<file path="config.mk">
export PLATFORM = sky130hd
export DESIGN_NAME = button_packet_drive_controller_unit_flat
export DESIGN_NICKNAME = d
export VERILOG_FILES = /design/src/hdl/bpdc_pkg.sv /design/src/hdl/bpdc_in_if.sv /design/src/hdl/bpdc_out_if.sv /design/src/hdl/button_packet_drive_controller_unit.sv /design/src/flat_wrapper.sv
export SDC_FILE = /design/constraint.sdc
export NUM_CORES = 1
export LEC_CHECK = 0
export BUFFER_PORTS_ARGS = -buffer_cell sky130_fd_sc_hd__buf_2
export CORE_ASPECT_RATIO = 1.25
export CORE_MARGIN = 2
export CORE_UTILIZATION = 55
export CTS_CLUSTER_DIAMETER = 150
export DETAILED_ROUTE_END_ITERATION = 12
export PLACE_DENSITY = 0.75
export RECOVER_POWER = 100
export SLEW_MARGIN = 15
export SYNTH_ARGS = -nofsm -noshare
export SYNTH_HDL_FRONTEND = slang
export SYNTH_SLANG_ARGS = --single-unit
</file>
<file path="constraint.sdc">
create_clock -name i_clk -period 4.3 [get_ports i_clk]
set_input_delay 0.215 -clock i_clk [delete_from_list [all_inputs] [get_ports i_clk]]
set_output_delay 0.215 -clock i_clk [all_outputs]
set_load 0.05 [all_outputs]
</file>
<file path="src/hdl/bpdc_pkg.sv">
// Package for the button packet drive controller: widths, character codes, register indices, reset values and types.
package bpdc_pkg;

    localparam int unsigned STEP_W  = 4;
    localparam int unsigned TICKS_W = 16;
    localparam int unsigned CFG_W   = 16;
    localparam int unsigned IDX_W   = 2;
    localparam int unsigned SPEED_W = 5;
    localparam int unsigned BYTE_W  = 8;

    localparam logic [BYTE_W-1:0] CH_START  = 8'h21;
    localparam logic [BYTE_W-1:0] CH_BUTTON = 8'h42;
    localparam logic [BYTE_W-1:0] CH_BRAKE  = 8'h33;
    localparam logic [BYTE_W-1:0] CH_UP     = 8'h35;
    localparam logic [BYTE_W-1:0] CH_DOWN   = 8'h36;
    localparam logic [BYTE_W-1:0] CH_LEFT   = 8'h37;
    localparam logic [BYTE_W-1:0] CH_RIGHT  = 8'h38;
    localparam logic [BYTE_W-1:0] CH_PRESS  = 8'h31;

    localparam logic [STEP_W-1:0] LIMIT_CAP = 4'd10;

    localparam logic [IDX_W-1:0] CFG_BRAKE_STEP    = 2'd0;
    localparam logic [IDX_W-1:0] CFG_SPEED_STEP    = 2'd1;
    localparam logic [IDX_W-1:0] CFG_MAX_MAGNITUDE = 2'd2;
    localparam logic [IDX_W-1:0] CFG_TURN_TICKS    = 2'd3;

    localparam logic [STEP_W-1:0]  RST_BRAKE_STEP    = 4'd1;
    localparam logic [STEP_W-1:0]  RST_SPEED_STEP    = 4'd1;
    localparam logic [STEP_W-1:0]  RST_MAX_MAGNITUDE = 4'd10;
    localparam logic [TICKS_W-1:0] RST_TURN_TICKS    = 16'd2000;

    localparam logic CMD_BYTE = 1'b0;
    localparam logic CMD_TICK = 1'b1;

    typedef enum logic [2:0] {
        PH_WAIT_START  = 3'd0,
        PH_WAIT_BUTTON = 3'd1,
        PH_GET_CODE    = 3'd2,
        PH_GET_PRESS   = 3'd3,
        PH_GET_CHECK   = 3'd4
    } t_phase;

    typedef logic signed [SPEED_W-1:0] t_speed;

endpackage

</file>
<file path="src/hdl/bpdc_in_if.sv">
// Input channel carrying one received byte or one millisecond tick per word.
interface bpdc_in_if;
    import bpdc_pkg::*;

    logic              valid;
    logic              ready;
    logic              command;
    logic [BYTE_W-1:0] rx_byte;

    modport source (output valid, output command, output rx_byte, input ready);
    modport sink   (input valid, input command, input rx_byte, output ready);
endinterface

</file>
<file path="src/hdl/bpdc_out_if.sv">
// Output channel carrying the drive and status word produced for each input word.
interface bpdc_out_if;
    import bpdc_pkg::*;

    logic         valid;
    logic         ready;
    logic signed [SPEED_W-1:0] right_drive;
    logic signed [SPEED_W-1:0] left_drive;
    logic         reverse_gear;
    logic         turning;
    logic         packet_accepted;

    modport source (output valid, output right_drive, output left_drive, output reverse_gear,
                    output turning, output packet_accepted, input ready);
    modport sink   (input valid, input right_drive, input left_drive, input reverse_gear,
                    input turning, input packet_accepted, output ready);
endinterface

</file>
<file path="src/hdl/button_packet_drive_controller_unit.sv">
// Top level of the button packet drive controller: packet parser, speed logic and turn timer.
//
//  Channel  Direction  Handshake      Contents
//  i_in     in         valid/ready    command, rx_byte
//  o_out    out        valid/ready    right_drive, left_drive, reverse_gear, turning,
//                                     packet_accepted
//  i_cfg_*  in         write enable   register index and data
//
// Each word is taken into an input register and its result is formed in an output
// register, so one word is accepted every cycle while the output is not stalled. The
// output register decides the rate: a word waits in the input register while the
// output is stalled. Reset is synchronous and clears the control state and restores
// the register defaults.
module button_packet_drive_controller_unit (
    input  logic                         i_clk,
    input  logic                         i_rst_n,
    input  logic                         i_cfg_we,
    input  logic [bpdc_pkg::IDX_W-1:0]   i_cfg_idx,
    input  logic [bpdc_pkg::CFG_W-1:0]   i_cfg_data,
    bpdc_in_if.sink                      i_in,
    bpdc_out_if.source                   o_out
);
    import bpdc_pkg::*;

    logic [STEP_W-1:0]  r_brake_step;
    logic [STEP_W-1:0]  r_speed_step;
    logic [STEP_W-1:0]  r_max_magnitude;
    logic [TICKS_W-1:0] r_turn_ticks;

    logic              r_in_valid;
    logic              r_in_command;
    logic [BYTE_W-1:0] r_in_byte;

    t_phase            r_phase, n_phase;
    logic [BYTE_W-1:0] r_button, n_button;
    logic [BYTE_W-1:0] r_press, n_press;
    t_speed            r_right, n_right;
    t_speed            r_left, n_left;
    logic              r_reverse, n_reverse;
    logic              r_turn, n_turn;
    logic              r_turn_right, n_turn_right;
    logic [TICKS_W-1:0] r_remaining, n_remaining;

    logic              r_out_valid;
    t_speed            r_out_right, n_out_right;
    t_speed            r_out_left, n_out_left;
    logic              r_out_reverse;
    logic              r_out_turning;
    logic              r_out_accepted;

    logic              advance;
    logic              take_byte;
    logic              check_ok;
    logic              accepted;
    logic [BYTE_W-1:0] check_value;
    logic signed [SPEED_W:0] limit;

    assign advance   = !r_out_valid || o_out.ready;
    assign i_in.ready = !r_in_valid || advance;
    assign take_byte = r_in_valid && advance && (r_in_command == CMD_BYTE) && !r_turn;

    assign check_value = ~(CH_START + CH_BUTTON + r_button + r_press);
    assign check_ok    = (r_in_byte == check_value);
    assign limit       = (r_max_magnitude > LIMIT_CAP) ? $signed({2'b00, LIMIT_CAP})
                                                       : $signed({2'b00, r_max_magnitude});

    function automatic t_speed brake_one(input t_speed v, input logic rev,
                                         input logic [STEP_W-1:0] b);
        logic signed [SPEED_W:0] w;
        logic signed [SPEED_W:0] r;
        begin
            w = (SPEED_W+1)'(v);
            r = w;
            if (!rev) begin
                if (w > 0) begin
                    r = w - $signed({2'b00, b});
                    if (r < 0) r = '0;
                end
            end else begin
                if (w < 0) begin
                    r = w + $signed({2'b00, b});
                    if (r > 0) r = '0;
                end
            end
            brake_one = r[SPEED_W-1:0];
        end
    endfunction

    function automatic t_speed step_one(input t_speed v, input logic rev,
                                        input logic [STEP_W-1:0] s,
                                        input logic signed [SPEED_W:0] lim);
        logic signed [SPEED_W:0] w;
        logic signed [SPEED_W:0] r;
        begin
            w = (SPEED_W+1)'(v);
            r = w;
            if (!rev) begin
                if (w < lim) begin
                    r = w + $signed({2'b00, s});
                    if (r > lim) r = lim;
                end
            end else begin
                if (w > -lim) begin
                    r = w - $signed({2'b00, s});
                    if (r < -lim) r = -lim;
                end
            end
            step_one = r[SPEED_W-1:0];
        end
    endfunction

    // Parser phase.
    always_comb begin
        n_phase = r_phase;
        if (take_byte) begin
            unique case (r_phase)
                PH_WAIT_START:  n_phase = (r_in_byte == CH_START) ? PH_WAIT_BUTTON
                                                                  : PH_WAIT_START;
                PH_WAIT_BUTTON: n_phase = (r_in_byte == CH_BUTTON) ? PH_GET_CODE
                                                                   : PH_WAIT_START;
                PH_GET_CODE:    n_phase = PH_GET_PRESS;
                PH_GET_PRESS:   n_phase = PH_GET_CHECK;
                PH_GET_CHECK:   n_phase = PH_WAIT_START;
                default:        n_phase = PH_WAIT_START;
            endcase
        end
    end

    // Packet actions, turn timer and the drive word.
    always_comb begin
        n_button     = r_button;
        n_press      = r_press;
        n_right      = r_right;
        n_left       = r_left;
        n_reverse    = r_reverse;
        n_turn       = r_turn;
        n_turn_right = r_turn_right;
        n_remaining  = r_remaining;
        accepted     = 1'b0;

        if (r_in_valid && advance && (r_in_command == CMD_TICK) && r_turn) begin
            if (r_remaining <= TICKS_W'(1)) begin
                n_turn      = 1'b0;
                n_remaining = '0;
            end else begin
                n_remaining = r_remaining - TICKS_W'(1);
            end
        end

        if (take_byte) begin
            if (r_phase == PH_GET_CODE)  n_button = r_in_byte;
            if (r_phase == PH_GET_PRESS) n_press  = r_in_byte;
            if (r_phase == PH_GET_CHECK && check_ok) begin
                accepted = 1'b1;
                if (r_press == CH_PRESS) begin
                    priority if (r_button == CH_BRAKE) begin
                        n_right = brake_one(r_right, r_reverse, r_brake_step);
                        n_left  = brake_one(r_left, r_reverse, r_brake_step);
                    end else if (r_button == CH_UP || r_button == CH_DOWN) begin
                        if (r_reverse != (r_button == CH_DOWN)) begin
                            n_reverse = (r_button == CH_DOWN);
                            n_right   = '0;
                            n_left    = '0;
                        end else begin
                            n_right = step_one(r_right, r_reverse, r_speed_step, limit);
                            n_left  = step_one(r_left, r_reverse, r_speed_step, limit);
                        end
                    end else if (r_button == CH_LEFT || r_button == CH_RIGHT) begin
                        n_turn       = 1'b1;
                        n_turn_right = (r_button == CH_RIGHT);
                        n_remaining  = r_turn_ticks;
                    end else begin
                        n_turn = r_turn;
                    end
                end
            end
        end

        n_out_right = n_right;
        n_out_left  = n_left;
        if (n_turn) begin
            if (n_turn_right) n_out_right = -n_left;
            else              n_out_left  = -n_right;
        end
    end

    always_ff @(posedge i_clk) begin
        if (!i_rst_n) begin
            r_brake_step    <= RST_BRAKE_STEP;
            r_speed_step    <= RST_SPEED_STEP;
            r_max_magnitude <= RST_MAX_MAGNITUDE;
            r_turn_ticks    <= RST_TURN_TICKS;
        end else if (i_cfg_we) begin
            unique case (i_cfg_idx)
                CFG_BRAKE_STEP:    r_brake_step    <= i_cfg_data[STEP_W-1:0];
                CFG_SPEED_STEP:    r_speed_step    <= i_cfg_data[STEP_W-1:0];
                CFG_MAX_MAGNITUDE: r_max_magnitude <= i_cfg_data[STEP_W-1:0];
                CFG_TURN_TICKS:    r_turn_ticks    <= i_cfg_data[TICKS_W-1:0];
                default:           r_turn_ticks    <= r_turn_ticks;
            endcase
        end
    end

    always_ff @(posedge i_clk) begin
        if (!i_rst_n) begin
            r_in_valid <= 1'b0;
        end else if (i_in.ready) begin
            r_in_valid <= i_in.valid;
        end
    end

    always_ff @(posedge i_clk) begin
        if (i_in.ready && i_in.valid) begin
            r_in_command <= i_in.command;
            r_in_byte    <= i_in.rx_byte;
        end
    end

    always_ff @(posedge i_clk) begin
        if (!i_rst_n) begin
            r_phase      <= PH_WAIT_START;
            r_button     <= '0;
            r_press      <= '0;
            r_right      <= '0;
            r_left       <= '0;
            r_reverse    <= 1'b0;
            r_turn       <= 1'b0;
            r_turn_right <= 1'b0;
            r_remaining  <= '0;
            r_out_valid  <= 1'b0;
        end else begin
            r_phase      <= n_phase;
            r_button     <= n_button;
            r_press      <= n_press;
            r_right      <= n_right;
            r_left       <= n_left;
            r_reverse    <= n_reverse;
            r_turn       <= n_turn;
            r_turn_right <= n_turn_right;
            r_remaining  <= n_remaining;
            if (advance) begin
                r_out_valid <= r_in_valid;
            end
        end
    end

    always_ff @(posedge i_clk) begin
        if (advance && r_in_valid) begin
            r_out_right    <= n_out_right;
            r_out_left     <= n_out_left;
            r_out_reverse  <= n_reverse;
            r_out_turning  <= n_turn;
            r_out_accepted <= accepted;
        end
    end

    assign o_out.valid           = r_out_valid;
    assign o_out.right_drive     = r_out_right;
    assign o_out.left_drive      = r_out_left;
    assign o_out.reverse_gear    = r_out_reverse;
    assign o_out.turning         = r_out_turning;
    assign o_out.packet_accepted = r_out_accepted;

endmodule
</file>
<file path="src/flat_wrapper.sv">
// flat-port wrapper written by rule: the top's interface ports become plain ports
module button_packet_drive_controller_unit_flat import bpdc_pkg::*;
  (i_clk, i_rst_n, i_cfg_we, i_cfg_idx, i_cfg_data, i_in_valid, i_in_command, i_in_rx_byte, i_in_ready, o_out_valid, o_out_right_drive, o_out_left_drive, o_out_reverse_gear, o_out_turning, o_out_packet_accepted, o_out_ready);
  bpdc_in_if i_in_i ();
  bpdc_out_if o_out_i ();
  input  logic i_clk;
  input  logic i_rst_n;
  input  logic i_cfg_we;
  input  logic [bpdc_pkg::IDX_W-1:0] i_cfg_idx;
  input  logic [bpdc_pkg::CFG_W-1:0] i_cfg_data;
  input wire logic [$bits(i_in_i.valid)-1:0] i_in_valid;
  input wire logic [$bits(i_in_i.command)-1:0] i_in_command;
  input wire logic [$bits(i_in_i.rx_byte)-1:0] i_in_rx_byte;
  output wire logic [$bits(i_in_i.ready)-1:0] i_in_ready;
  output wire logic [$bits(o_out_i.valid)-1:0] o_out_valid;
  output wire logic [$bits(o_out_i.right_drive)-1:0] o_out_right_drive;
  output wire logic [$bits(o_out_i.left_drive)-1:0] o_out_left_drive;
  output wire logic [$bits(o_out_i.reverse_gear)-1:0] o_out_reverse_gear;
  output wire logic [$bits(o_out_i.turning)-1:0] o_out_turning;
  output wire logic [$bits(o_out_i.packet_accepted)-1:0] o_out_packet_accepted;
  input wire logic [$bits(o_out_i.ready)-1:0] o_out_ready;
  assign i_in_i.valid = i_in_valid;
  assign i_in_i.command = i_in_command;
  assign i_in_i.rx_byte = i_in_rx_byte;
  assign i_in_ready = i_in_i.ready;
  assign o_out_valid = o_out_i.valid;
  assign o_out_right_drive = o_out_i.right_drive;
  assign o_out_left_drive = o_out_i.left_drive;
  assign o_out_reverse_gear = o_out_i.reverse_gear;
  assign o_out_turning = o_out_i.turning;
  assign o_out_packet_accepted = o_out_i.packet_accepted;
  assign o_out_i.ready = o_out_ready;
  button_packet_drive_controller_unit u_core (.i_clk(i_clk), .i_rst_n(i_rst_n), .i_cfg_we(i_cfg_we), .i_cfg_idx(i_cfg_idx), .i_cfg_data(i_cfg_data), .i_in(i_in_i), .o_out(o_out_i));
endmodule
</file>
# Word-level counts from Yosys, hierarchy flattened
# Cells that the tools add are included.
[word_totals]
register_bits = 100
input_bits = 32
output_inout_bits = 15
[classes]
addsub = 14
order_cmp = 18
n_eq_ne = 17
muxes = 69
bitwise_logic = 2
n_reduce_logical = 22
[ops]
columns = ["operator", "n"]
rows = [
  ["$mux 5", 36],
  ["$mux 16", 8],
  ["$eq 8x6->1 const B", 7],
  ["$add 5x5->6", 4],
  ["$sub 5x5->6", 4],
  ["$mux 1", 22],
  ["$le 16x1->1 const B", 1],
  ["$sub 16x1->16 const B", 1],
  ["$gt 5x6->1", 2],
  ["$gt 6x1->1 const B", 2],
  ["$gt 6x5->1", 2],
  ["$lt 6x1->1 const B", 2],
  ["$lt 6x6->1", 2],
  ["$pmux 3 s4", 1],
  ["$reduce_and 2->1", 6],
  ["$gt 5x1->1 const B", 2],
  ["$lt 5x1->1 const B", 2],
  ["$lt 5x5->1", 2],
  ["$neg 5->5", 2],
  ["$add 7x8->8 const A", 1],
  ["$add 8x8->8", 1],
  ["$eq 8x7->1 const B", 1],
  ["$eq 8x8->1", 1],
  ["$not 8->8", 1],
  ["16 further kinds", 29],
]

# Logic depth before layout (Yosys ltp)
# Gate-level depths: netlist (run 1).
[depth]
depth_word = 16
depth_mapped = 20
ltp_nobuf = 20

# Worst setup path before layout (run 1)
# Ideal clock, no wire load.
[synth_timing]
path_type = "register to register"
startpoint = "register u_core.r_button[1]"
endpoint = "register u_core.r_out_right[2], in the netlist u_core.o_out.right_drive[2] (data pin)"
setup_ns = 0.260
arrival_ns = 4.005
required_ns = 4.040
slack_ns = 0.036
path_stages_with_launch = 17
period_less_slack_ns = 4.264
cell_sequence = "dfxtp_1 inv_1 ha_1 inv_1 ha_1 fa_1 xnor2_1 nor4b_2 nand3_1 or3_4 or4_4 a2111oi_0 o22ai_1 a21boi_2 ha_1 xor2_1 mux2_2"
[synth_between]
elab_chain_len = 11
[synth_lines]
columns = ["item", "line", "rtl"]
rows = [
  ["start: declaration", "button_packet_drive_controller_unit.sv:35", "logic [BYTE_W-1:0] r_button, n_button;"],
  ["start signal: assignment", "button_packet_drive_controller_unit.sv:233", "r_button <= n_button;"],
  ["parallel branches: the longest is 10 deep, another holds $add 7x8->8", "--", ""],
  ["$mux 5 (*)", "button_packet_drive_controller_unit.sv:181", "if (n_turn) begin"],
  ["via u_core.n_out_right[2]", "button_packet_drive_controller_unit.sv:45", "t_speed r_out_right, n_out_right;"],
  ["end signal: assignment", "button_packet_drive_controller_unit.sv:249", "r_out_right <= n_out_right;"],
  ["end: declaration", "button_packet_drive_controller_unit.sv:45", ""],
]
# Mark *: on every way through the listed nets, which the timed path passes.
# A chain may end at the register's enable or synchronous reset.

# Final worst setup path (run 1)
[layout_timing]
startpoint = "register u_core.r_press[1]"
endpoint = "register u_core.r_out_right[2], in the netlist u_core.o_out.right_drive[2] (data pin)"
[layout_between]
elab_chain_len = 9
[layout_lines]
columns = ["item", "line", "rtl"]
rows = [
  ["start: declaration", "button_packet_drive_controller_unit.sv:36", "logic [BYTE_W-1:0] r_press, n_press;"],
  ["start signal: assignment", "button_packet_drive_controller_unit.sv:234", "r_press <= n_press;"],
  ["$add 8x8->8", "button_packet_drive_controller_unit.sv:62", "assign check_value = ~(CH_START + CH_BUTTON + r_button + r_press);"],
  ["$not 8->8", "button_packet_drive_controller_unit.sv:62", ""],
  ["$eq 8x8->1", "button_packet_drive_controller_unit.sv:63", "assign check_ok = (r_in_byte == check_value);"],
  ["$logic_and 1x1->1", "button_packet_drive_controller_unit.sv:153", "if (r_phase == PH_GET_CHECK && check_ok) begin"],
  ["$mux 5", "button_packet_drive_controller_unit.sv:153", ""],
  ["$mux 5", "button_packet_drive_controller_unit.sv:150", "if (take_byte) begin"],
  ["$neg 5->5", "button_packet_drive_controller_unit.sv:182", "if (n_turn_right) n_out_right = -n_left;"],
  ["$mux 5", "button_packet_drive_controller_unit.sv:182", ""],
  ["$mux 5 (*)", "button_packet_drive_controller_unit.sv:181", ""],
  ["via u_core.n_out_right[2]", "button_packet_drive_controller_unit.sv:45", ""],
]
# The timed path passes the listed nets; every way through them passes the cells marked *.

==> results of run 1 <==
==> timing repair <==
action                                 4_1_cts  5_1_grt
gates resized for setup                      6       53
setup endpoints to repair                    3        8
endpoints found under the hold margin        0        0
buffers inserted                             0        9
pin swaps                                    1       17
==> cell families after synthesis <==
family | count (synthesis) | share of synthesized area [%]
and+or+nand+nor | 384 | 24.2
AOI/OAI and AO/OA | 234 | 19.8
DFF | 100 | 27.4
buffers and inverters | 92 | 4.64
adders and majority gates | 83 | 13.6
xor gates and xnor gates | 48 | 5.35
muxes | 40 | 5.05
==> sequential cells by signal, indices dropped and copies added (netlist names), 3 cells and up <==
register	cells
u_core.r_press	8
u_core.r_button	8
u_core.r_right	5
u_core.r_in_byte	8
u_core.r_max_magnitude	4
u_core.r_remaining	16
u_core.o_out.right_drive	5
u_core.r_brake_step	4
u_core.r_turn_ticks	16
u_core.r_left	5
u_core.o_out.left_drive	5
u_core.r_phase	3
u_core.r_speed_step	4
==> worst max-delay path by stage <==
| stage | cells after the start | end | start | slack [ns] |
|---|---|---|---|---|
| after floorplan | 16 | u_core.o_out.right_drive[2]$_DFFE_PP_ | u_core.r_button[1]$_SDFFE_PN0P_ | 0.04 |
| after global placement | 16 | u_core.o_out.right_drive[2]$_DFFE_PP_ | u_core.r_button[1]$_SDFFE_PN0P_ | 0.02 |
| after detailed placement | 16 | u_core.o_out.right_drive[2]$_DFFE_PP_ | u_core.r_press[1]$_SDFFE_PN0P_ | -0.06 |
| after CTS | 19 | u_core.o_out.left_drive[4]$_DFFE_PP_ | u_core.r_press[1]$_SDFFE_PN0P_ | 0.0003 |
| after global routing | 16 | u_core.o_out.right_drive[2]$_DFFE_PP_ | u_core.r_press[1]$_SDFFE_PN0P_ | -0.13 |
| final | 16 | u_core.o_out.right_drive[2]$_DFFE_PP_ | u_core.r_press[1]$_SDFFE_PN0P_ | -0.0006 |
==> layout make-up <==
type	count	share of cell area (%)
repair buffers	124	8.27
multi-input cells	789	60.5
clock inverters	6	0.605
well taps	178	2.34
inverters	60	2.37
clock buffers	10	2.51
flip-flops and latches	100	23.4
==> through the flow <==
step	std cells	hold WS, ns	TNS (ns)
floorplan	981	0.314	0
global placement	1242	0.391	0
detailed placement	1242	0.393	-0.0593
CTS	1258	0.0311	0
global route	1267	0.0333	-0.387
finish	1267	0.0392	-0.000633
==> cells in the final DEF, fill, tap and decap left out, types with 5 or more instances in the layout <==
master	Yosys	layout
sky130_fd_sc_hd__nand3_1	29	27
sky130_fd_sc_hd__inv_2	2	6
sky130_fd_sc_hd__o31a_1	7	7
sky130_fd_sc_hd__a21oi_1	66	64
sky130_fd_sc_hd__nand3b_1	5	5
sky130_fd_sc_hd__o21ai_0	34	30
sky130_fd_sc_hd__a21o_1	11	11
sky130_fd_sc_hd__nor3_1	37	33
sky130_fd_sc_hd__and3_1	8	8
sky130_fd_sc_hd__nand2_1	85	84
sky130_fd_sc_hd__mux2i_1	35	34
sky130_fd_sc_hd__buf_2	4	29
sky130_fd_sc_hd__nand4_1	7	7
sky130_fd_sc_hd__dfxtp_1	78	76
sky130_fd_sc_hd__or3_1	9	9
sky130_fd_sc_hd__xnor2_1	31	28
sky130_fd_sc_hd__nor3b_1	5	6
sky130_fd_sc_hd__fa_1	9	7
sky130_fd_sc_hd__xor2_1	16	16
sky130_fd_sc_hd__clkbuf_16	0	9
sky130_fd_sc_hd__o211a_1	6	6
sky130_fd_sc_hd__a211oi_2	2	7
sky130_fd_sc_hd__a31oi_1	9	9
sky130_fd_sc_hd__nor2b_1	16	16
sky130_fd_sc_hd__edfxtp_1	22	22
sky130_fd_sc_hd__and2_1	12	11
sky130_fd_sc_hd__clkbuf_1	23	19
sky130_fd_sc_hd__nor4_1	13	12
sky130_fd_sc_hd__nand2b_1	15	14
sky130_fd_sc_hd__nor3_2	1	5
sky130_fd_sc_hd__nor2_1	107	104
sky130_fd_sc_hd__o31ai_1	8	6
sky130_fd_sc_hd__o211ai_1	11	11
sky130_fd_sc_hd__a211oi_1	11	6
sky130_fd_sc_hd__ha_1	74	68
sky130_fd_sc_hd__inv_1	57	53
sky130_fd_sc_hd__o21a_1	10	10
sky130_fd_sc_hd__buf_4	3	76
==> routing by layer <==
metal / global-route usage [%] / share of wire [%] / vias up
met3: 4.01 / 5.8 / 99
li1: - / - / 3780
met1: 36.6 / 39 / 3658
met4: 18.0 / 6.4 / 0
met5: 0 / 0 / -
met2: 51.3 / 49 / 327
==> power by group <==
group | internal (mW) | switching [mW] | leakage, nW
clock | 0.419 | 0.385 | 0.146
sequential | 0.982 | 0.0204 | 0.839
combinational | 0.108 | 0.184 | 3.07
total | 1.51 | 0.589 | 4.05
==> key figures, run 1 <==
Critical path
  • Setup Crit Path Kind: reg -> reg
  • Reg2Reg Launch Point: u_core.r_press[1]$_SDFFE_PN0P_
  • Worst setup slack for register-to-register paths: -0.0006 ns
  • Required time of the worst setup path: 4.41 ns
  • Crit path capture type: flip-flop
  • Setup crit start kind: flip-flop
  • Max stage delay cell, worst path: sky130_fd_sc_hd__fa_1
  • Ordered list of cells on the worst path: inv_2 > ha_4 > inv_2 > ha_4 > fa_1 > xnor2_2 > nor4b_2 > nand3_1 > or3_4 > or4_4 > a2111oi_4 > o22ai_2 > a21boi_2 > ha_2 > xor2_1 > mux2_4
  • CP bufs+invs: 2
  • Arrival time reported for the critical path endpoint: around 4.4 ns
  • Worst flop-to-flop path endpoint: u_core.o_out.right_drive[2]$_DFFE_PP_
  • Top Family by Delay on Critical Path: simple AND/OR/NAND/NOR gates
  • Largest stage delay on the critical path: 0.49 ns
  • Top fanout value on the critical path: 4
  • Worst R2R Path Depth: 16

Place
  • Area post-placement: 8940 µm²
  • Placer congestion estimate: 0.993
  • DPL Wire Length: between 15000 and 20000 µm
  • Pre-CTS setup slack: -0.0593 ns
  • Buffers added on ports: 46

Floorplan
  • Initial Util: approximately 56%
  • Die Footprint: 15800 µm²
  • Die span in x: 113 µm
  • Core Box Area: ~14000 µm²
  • Ports: 47
  • Vertical die dimension: 140 µm
  • Placement Rows: 49

Layout
  • Layout Nets: 1199
  • Final design instance area without fill: between 9000 and 10000 µm²
  • End-of-flow core utilization: 66.0%
  • Fraction of layout cells with a size suffix above 1: 18.3%
  • Diodes inserted: 0
  • Sequential Area: 2220 µm²
  • Area of the multi-input gates: 5760 µm²
  • Filler Cells Inserted: 1235
  • Relative area change from synthesis to final layout: 17.1%

Logic synthesis
  • Portion of synthesized cell area occupied by the leading cell type: around 19%
  • Primary flip-flop cell chosen by synthesis mapping: sky130_fd_sc_hd__dfxtp_1
  • Synth area leaders: sky130_fd_sc_hd__dfxtp_1 (19%), sky130_fd_sc_hd__ha_1 (11%), sky130_fd_sc_hd__edfxtp_1 (8.1%)
  • Sequential cell area fraction in the yosys report: 27.4%
  • Post-synthesis instance area: 8120 µm²
  • Yosys warning total: 0
  • Library cell with the largest summed area after synthesis: sky130_fd_sc_hd__dfxtp_1
  • Number of different library cells in the post-synthesis netlist: 95
  • Syn Inst Count: 981
  • Avg Inst Size Synth: 8.28 µm²
  • Count leader, synth: sky130_fd_sc_hd__nor2_1
  • Yosys reg bits: 100
  • Top cells by count, synth: sky130_fd_sc_hd__nor2_1 (107), sky130_fd_sc_hd__nand2_1 (85), sky130_fd_sc_hd__dfxtp_1 (78), sky130_fd_sc_hd__ha_1 (74), sky130_fd_sc_hd__a21oi_1 (66)
  • Proportion of register bits with asynchronous set or reset after synthesis: 0%
  • Number of synthesized flops with an enable pin: 22
  • Syn nets: roughly 1100

Hold path
  • Worst Hold Endpoint: u_core.r_in_byte[3]$_DFFE_PP_
  • Type of the worst min-delay path: in -> reg
  • Worst Hold Path Cells: 1
  • Startpoint of the most critical hold path: i_in_rx_byte[3]

CTS
  • Total CTS buffers: 9
  • CTS H-tree depth: 3
  • CTS root buffer: sky130_fd_sc_hd__clkbuf_16
  • Clock-pin slew of the registers on the worst-case setup and hold paths: 0.08 ns
  • Clk Latency, worst-skew pair: 0.35 ns
  • TritonCTS clock tree: done
  • Count of hold-fix buffers inserted at cts: 0
  • Number of clock sinks: 100
  • Maximum buffer depth of the clock tree: 2

Global routing
  • Vias in the first global route: 7517
  • Total global routing track utilization: 30.4%
  • Antenna violations before repair: 0
  • Total grt overflow: 0
  • Wire length of the first global-routing pass: ~38000 µm
  • Maximum number of pins on one net before global-route repair: 65

Drt
  • DRC viols: 0
  • Total length of routed wires: about 24000 µm
  • Via-to-Cell Ratio: 6.21
  • Starting DRC count in detailed routing: 648
  • Number of detailed-route iterations in the first pass: 6
  • Count of nets left with antenna violations after detail routing: 0
  • Mean routed wirelength per cell: 19.3 µm
  • Via total after detailed routing: about 7900

Power
  • Total power of the final layout: 2.10 mW
  • Leak pwr: 4.05 nW
  • Total power density per cell area: roughly 220 nW/µm²
  • Worst vdd ir: 0.300 mV

Timing
  • Hold violation count in the final report: 0
  • Unrepaired setup endpoints after global routing: yes
  • Least-Margin Pin Slew: 2.04 ns
  • Setup Skew: 0.0107 ns
  • Highest Clock Rate: 233 MHz
  • Final count of pins violating max slew: 65
  • Minimum period implied by the final worst setup slack: between 4 and 5 ns
  • Ratio of final minimum period to clock period: 100%
  • Final setup margin: -0.000633 ns
  • Worst-case headroom to the max-slew limit: -36.0%
  • Setup-violating endpoint count in the final report: 1

Flow run
  • Reported max-cap violation count: 1

Outcome
  • Outcome: finished with violations
  • Violations in the final reports: capacitance limit, slew limit, setup timing
Note: power is estimated with default switching activity, not from simulation.
==> run 2: changes to the inputs <==
- SKIP_LAST_GASP: default -> 1
==> key figures, run 2 (synthesis results as in run 1) <==
Outcome
  • Outcome: finished with violations
  • Violations in the final reports: capacitance limit, slew limit

Floorplan
  • Initial Util: 56.4% (unchanged)
  • Ports: 47 (unchanged)
  • Die Footprint: 15800 µm² (unchanged)
  • Core Box Area: 14400 µm² (unchanged)
  • Vertical die dimension: 140 µm (unchanged)
  • Die span in x: 113 µm (unchanged)
  • Placement Rows: 49 (unchanged)

Hold path
  • Worst Hold Path Cells: 1 (unchanged)
  • Startpoint of the most critical hold path: i_in_command
  • Type of the worst min-delay path: in -> reg
  • Worst Hold Endpoint: u_core.r_in_command$_DFFE_PP_

Critical path
  • Setup crit start kind: flip-flop
  • Worst flop-to-flop path endpoint: u_core.o_out.right_drive[4]$_DFFE_PP_
  • Worst R2R Path Depth: 18 (+2)
  • Setup Crit Path Kind: reg -> reg
  • Reg2Reg Launch Point: u_core.r_press[1]$_SDFFE_PN0P_
  • Top fanout value on the critical path: 4 (unchanged)
  • Worst setup slack for register-to-register paths: 0.05 ns (+0.06 ns)
  • Required time of the worst setup path: 4.40 ns (about the same)
  • Crit path capture type: flip-flop
  • Arrival time reported for the critical path endpoint: 4.35 ns (-0.06 ns)

Layout
  • End-of-flow core utilization: 65.6% (-0.38 points)
  • Fraction of layout cells with a size suffix above 1: 17.6% (-0.67 points)
  • Relative area change from synthesis to final layout: 16.4%
  • Leading cell type in the layout, fill and taps excluded: sky130_fd_sc_hd__nor2_1
  • Diodes inserted: 0 (unchanged)
  • Largest regs: u_core.r_remaining (16), u_core.r_turn_ticks (16)
  • Layout Nets: 1195 (-0.33%)
  • Most frequent cells in the layout: sky130_fd_sc_hd__nor2_1 (104), sky130_fd_sc_hd__nand2_1 (84), sky130_fd_sc_hd__dfxtp_1 (76), sky130_fd_sc_hd__buf_4 (72), sky130_fd_sc_hd__ha_1 (70)

Timing
  • Least-Margin Pin Slew: 2.02 ns (-0.0146 ns)
  • Worst-case headroom to the max-slew limit: -35.1% (+0.97 points)
  • Ratio of final minimum period to clock period: 98.7% (-1.3 points)
  • Setup Skew: 0.0103 ns (-0.000478 ns)
  • Final count of pins violating max slew: 65 (unchanged)
  • Hold violation count in the final report: 0 (unchanged)
  • Setup TNS: 0 ns (+0.000633 ns)
  • Highest Clock Rate: 236 MHz (+1.3%)
  • Setup-violating endpoint count in the final report: 0 (-1)
  • Worst hold slack: 0.0390 ns (-0.000160 ns)
  • Minimum period implied by the final worst setup slack: 4.25 ns (-0.0554 ns)
  • Final setup margin: 0.0548 ns (+0.0554 ns)

Global routing
  • Total grt overflow: 0 (unchanged)
  • Antenna violations before repair: 0 (unchanged)
  • Total global routing track utilization: 30.4% (about the same)
  • Vias in the first global route: 7509 (-0.11%)
  • Maximum number of pins on one net before global-route repair: 65 (unchanged)
  • Wire length of the first global-routing pass: 38000 µm (about the same)

Drt
  • Total length of routed wires: 24300 µm (-0.67%)
  • Mean routed wirelength per cell: 19.2 µm (-0.35%)
  • Via-to-Cell Ratio: 6.20 (about the same)
  • Count of nets left with antenna violations after detail routing: 0 (unchanged)
  • Number of detailed-route iterations in the first pass: 8 (+2)
  • Via total after detailed routing: 7834 (-0.38%)
  • Starting DRC count in detailed routing: 624 (-3.7%)
  • DRC viols: 0 (unchanged)

Place
  • Pre-CTS setup slack: -0.0593 ns (unchanged)
  • DPL Wire Length: 18600 µm (unchanged)
  • Placer congestion estimate: 0.993 (unchanged)
  • Buffers added on ports: 46 (unchanged)

CTS
  • Maximum buffer depth of the clock tree: 2 (unchanged)
  • Total CTS buffers: 9 (unchanged)
  • Clock-pin slew of the registers on the worst-case setup and hold paths: 0.08 ns (about the same)
  • Count of hold-fix buffers inserted at cts: 0 (unchanged)
  • TritonCTS clock tree: done
  • CTS H-tree depth: 3 (unchanged)
  • Clk Latency, worst-skew pair: 0.35 ns (about the same)
  • CTS root buffer: sky130_fd_sc_hd__clkbuf_16
  • Number of clock sinks: 100 (unchanged)

Power
  • Total power of the final layout: 2.09 mW (-0.19%)
  • Worst vdd ir: 0.299 mV (-0.23%)
  • Total power density per cell area: 221 nW/µm² (+0.39%)
  • Leak pwr: 4.03 nW (-0.58%)

Flow run
  • Reported max-cap violation count: 1 (unchanged)
-- run 2: worst max-delay path by stage --
stage | slack [ns] | startpoint | endpoint | cells past startpoint
final | 0.05 | u_core.r_press[1]$_SDFFE_PN0P_ | u_core.o_out.right_drive[4]$_DFFE_PP_ | 18
after global routing | -0.10 | u_core.r_press[1]$_SDFFE_PN0P_ | u_core.o_out.left_drive[4]$_DFFE_PP_ | 19
after CTS | -0.04 | u_core.r_press[1]$_SDFFE_PN0P_ | u_core.o_out.right_drive[2]$_DFFE_PP_ | 16
after detailed placement | -0.06 | u_core.r_press[1]$_SDFFE_PN0P_ | u_core.o_out.right_drive[2]$_DFFE_PP_ | 16
after global placement | 0.02 | u_core.r_button[1]$_SDFFE_PN0P_ | u_core.o_out.right_drive[2]$_DFFE_PP_ | 16
after floorplan | 0.04 | u_core.r_button[1]$_SDFFE_PN0P_ | u_core.o_out.right_drive[2]$_DFFE_PP_ | 16
-- run 2: per-stage QoR --
step | instance area [µm²] | std cells
global route | 9460 | 1263
CTS | 9260 | 1258
detailed placement | 8940 | 1242
floorplan | 8120 | 981
finish | 9460 | 1263
global placement | 8940 | 1242
-- run 2: area by class of cell --
| cell class | instances | area (µm²) |
|---|---|---|
| Sequential cell | 100 | 2220 |
| Tap cell | 178 | 223 |
| Multi-Input combinational cell | 789 | 5730 |
| Inverter | 60 | 225 |
| Clock buffer | 10 | 239 |
| Timing Repair Buffer | 120 | 757 |
| Fill cell | 1243 | 4950 |
| Clock inverter | 6 | 57.6 |
-- run 2: metal layers --
metal  vias to the layer above  GRT usage [%]  part of all wire [%]
met4                         0           17.7                   6.8
met2                       338           51.5                    48
met5                         -              0                     0
met3                       113           3.92                   6.2
li1                       3767              -                     -
met1                      3616           36.6                    39
-- run 2: power by group --
group / internal [mW] / total [mW] / switching (mW)
Sequential: 0.982 / 1.00 / 0.0203
Combinational: 0.109 / 0.294 / 0.184
Clock: 0.419 / 0.799 / 0.380
-- run 2: what timing repair did --
item                       CTS  global route
setup endpoints to repair    3             8
pin swaps                    1             9
gates resized for setup      5            49
buffers inserted             0             5
-- run 2: critical path: stages (launching register included) --
cell and delay [ns]:
sky130_fd_sc_hd__dfxtp_2 0.34, sky130_fd_sc_hd__inv_1 0.05, sky130_fd_sc_hd__ha_1 0.30, sky130_fd_sc_hd__inv_2 0.06, sky130_fd_sc_hd__ha_2 0.18, sky130_fd_sc_hd__fa_1 0.44
sky130_fd_sc_hd__xnor2_2 0.15, sky130_fd_sc_hd__nor4b_2 0.31, sky130_fd_sc_hd__buf_4 0.19, sky130_fd_sc_hd__nand3_1 0.08, sky130_fd_sc_hd__nor3_2 0.33, sky130_fd_sc_hd__nand4_1 0.26
sky130_fd_sc_hd__or2_2 0.35, sky130_fd_sc_hd__a21oi_1 0.17, sky130_fd_sc_hd__a31o_1 0.17, sky130_fd_sc_hd__ha_2 0.22, sky130_fd_sc_hd__nand3_1 0.07, sky130_fd_sc_hd__nor4b_1 0.25
sky130_fd_sc_hd__nor3_1 0.07
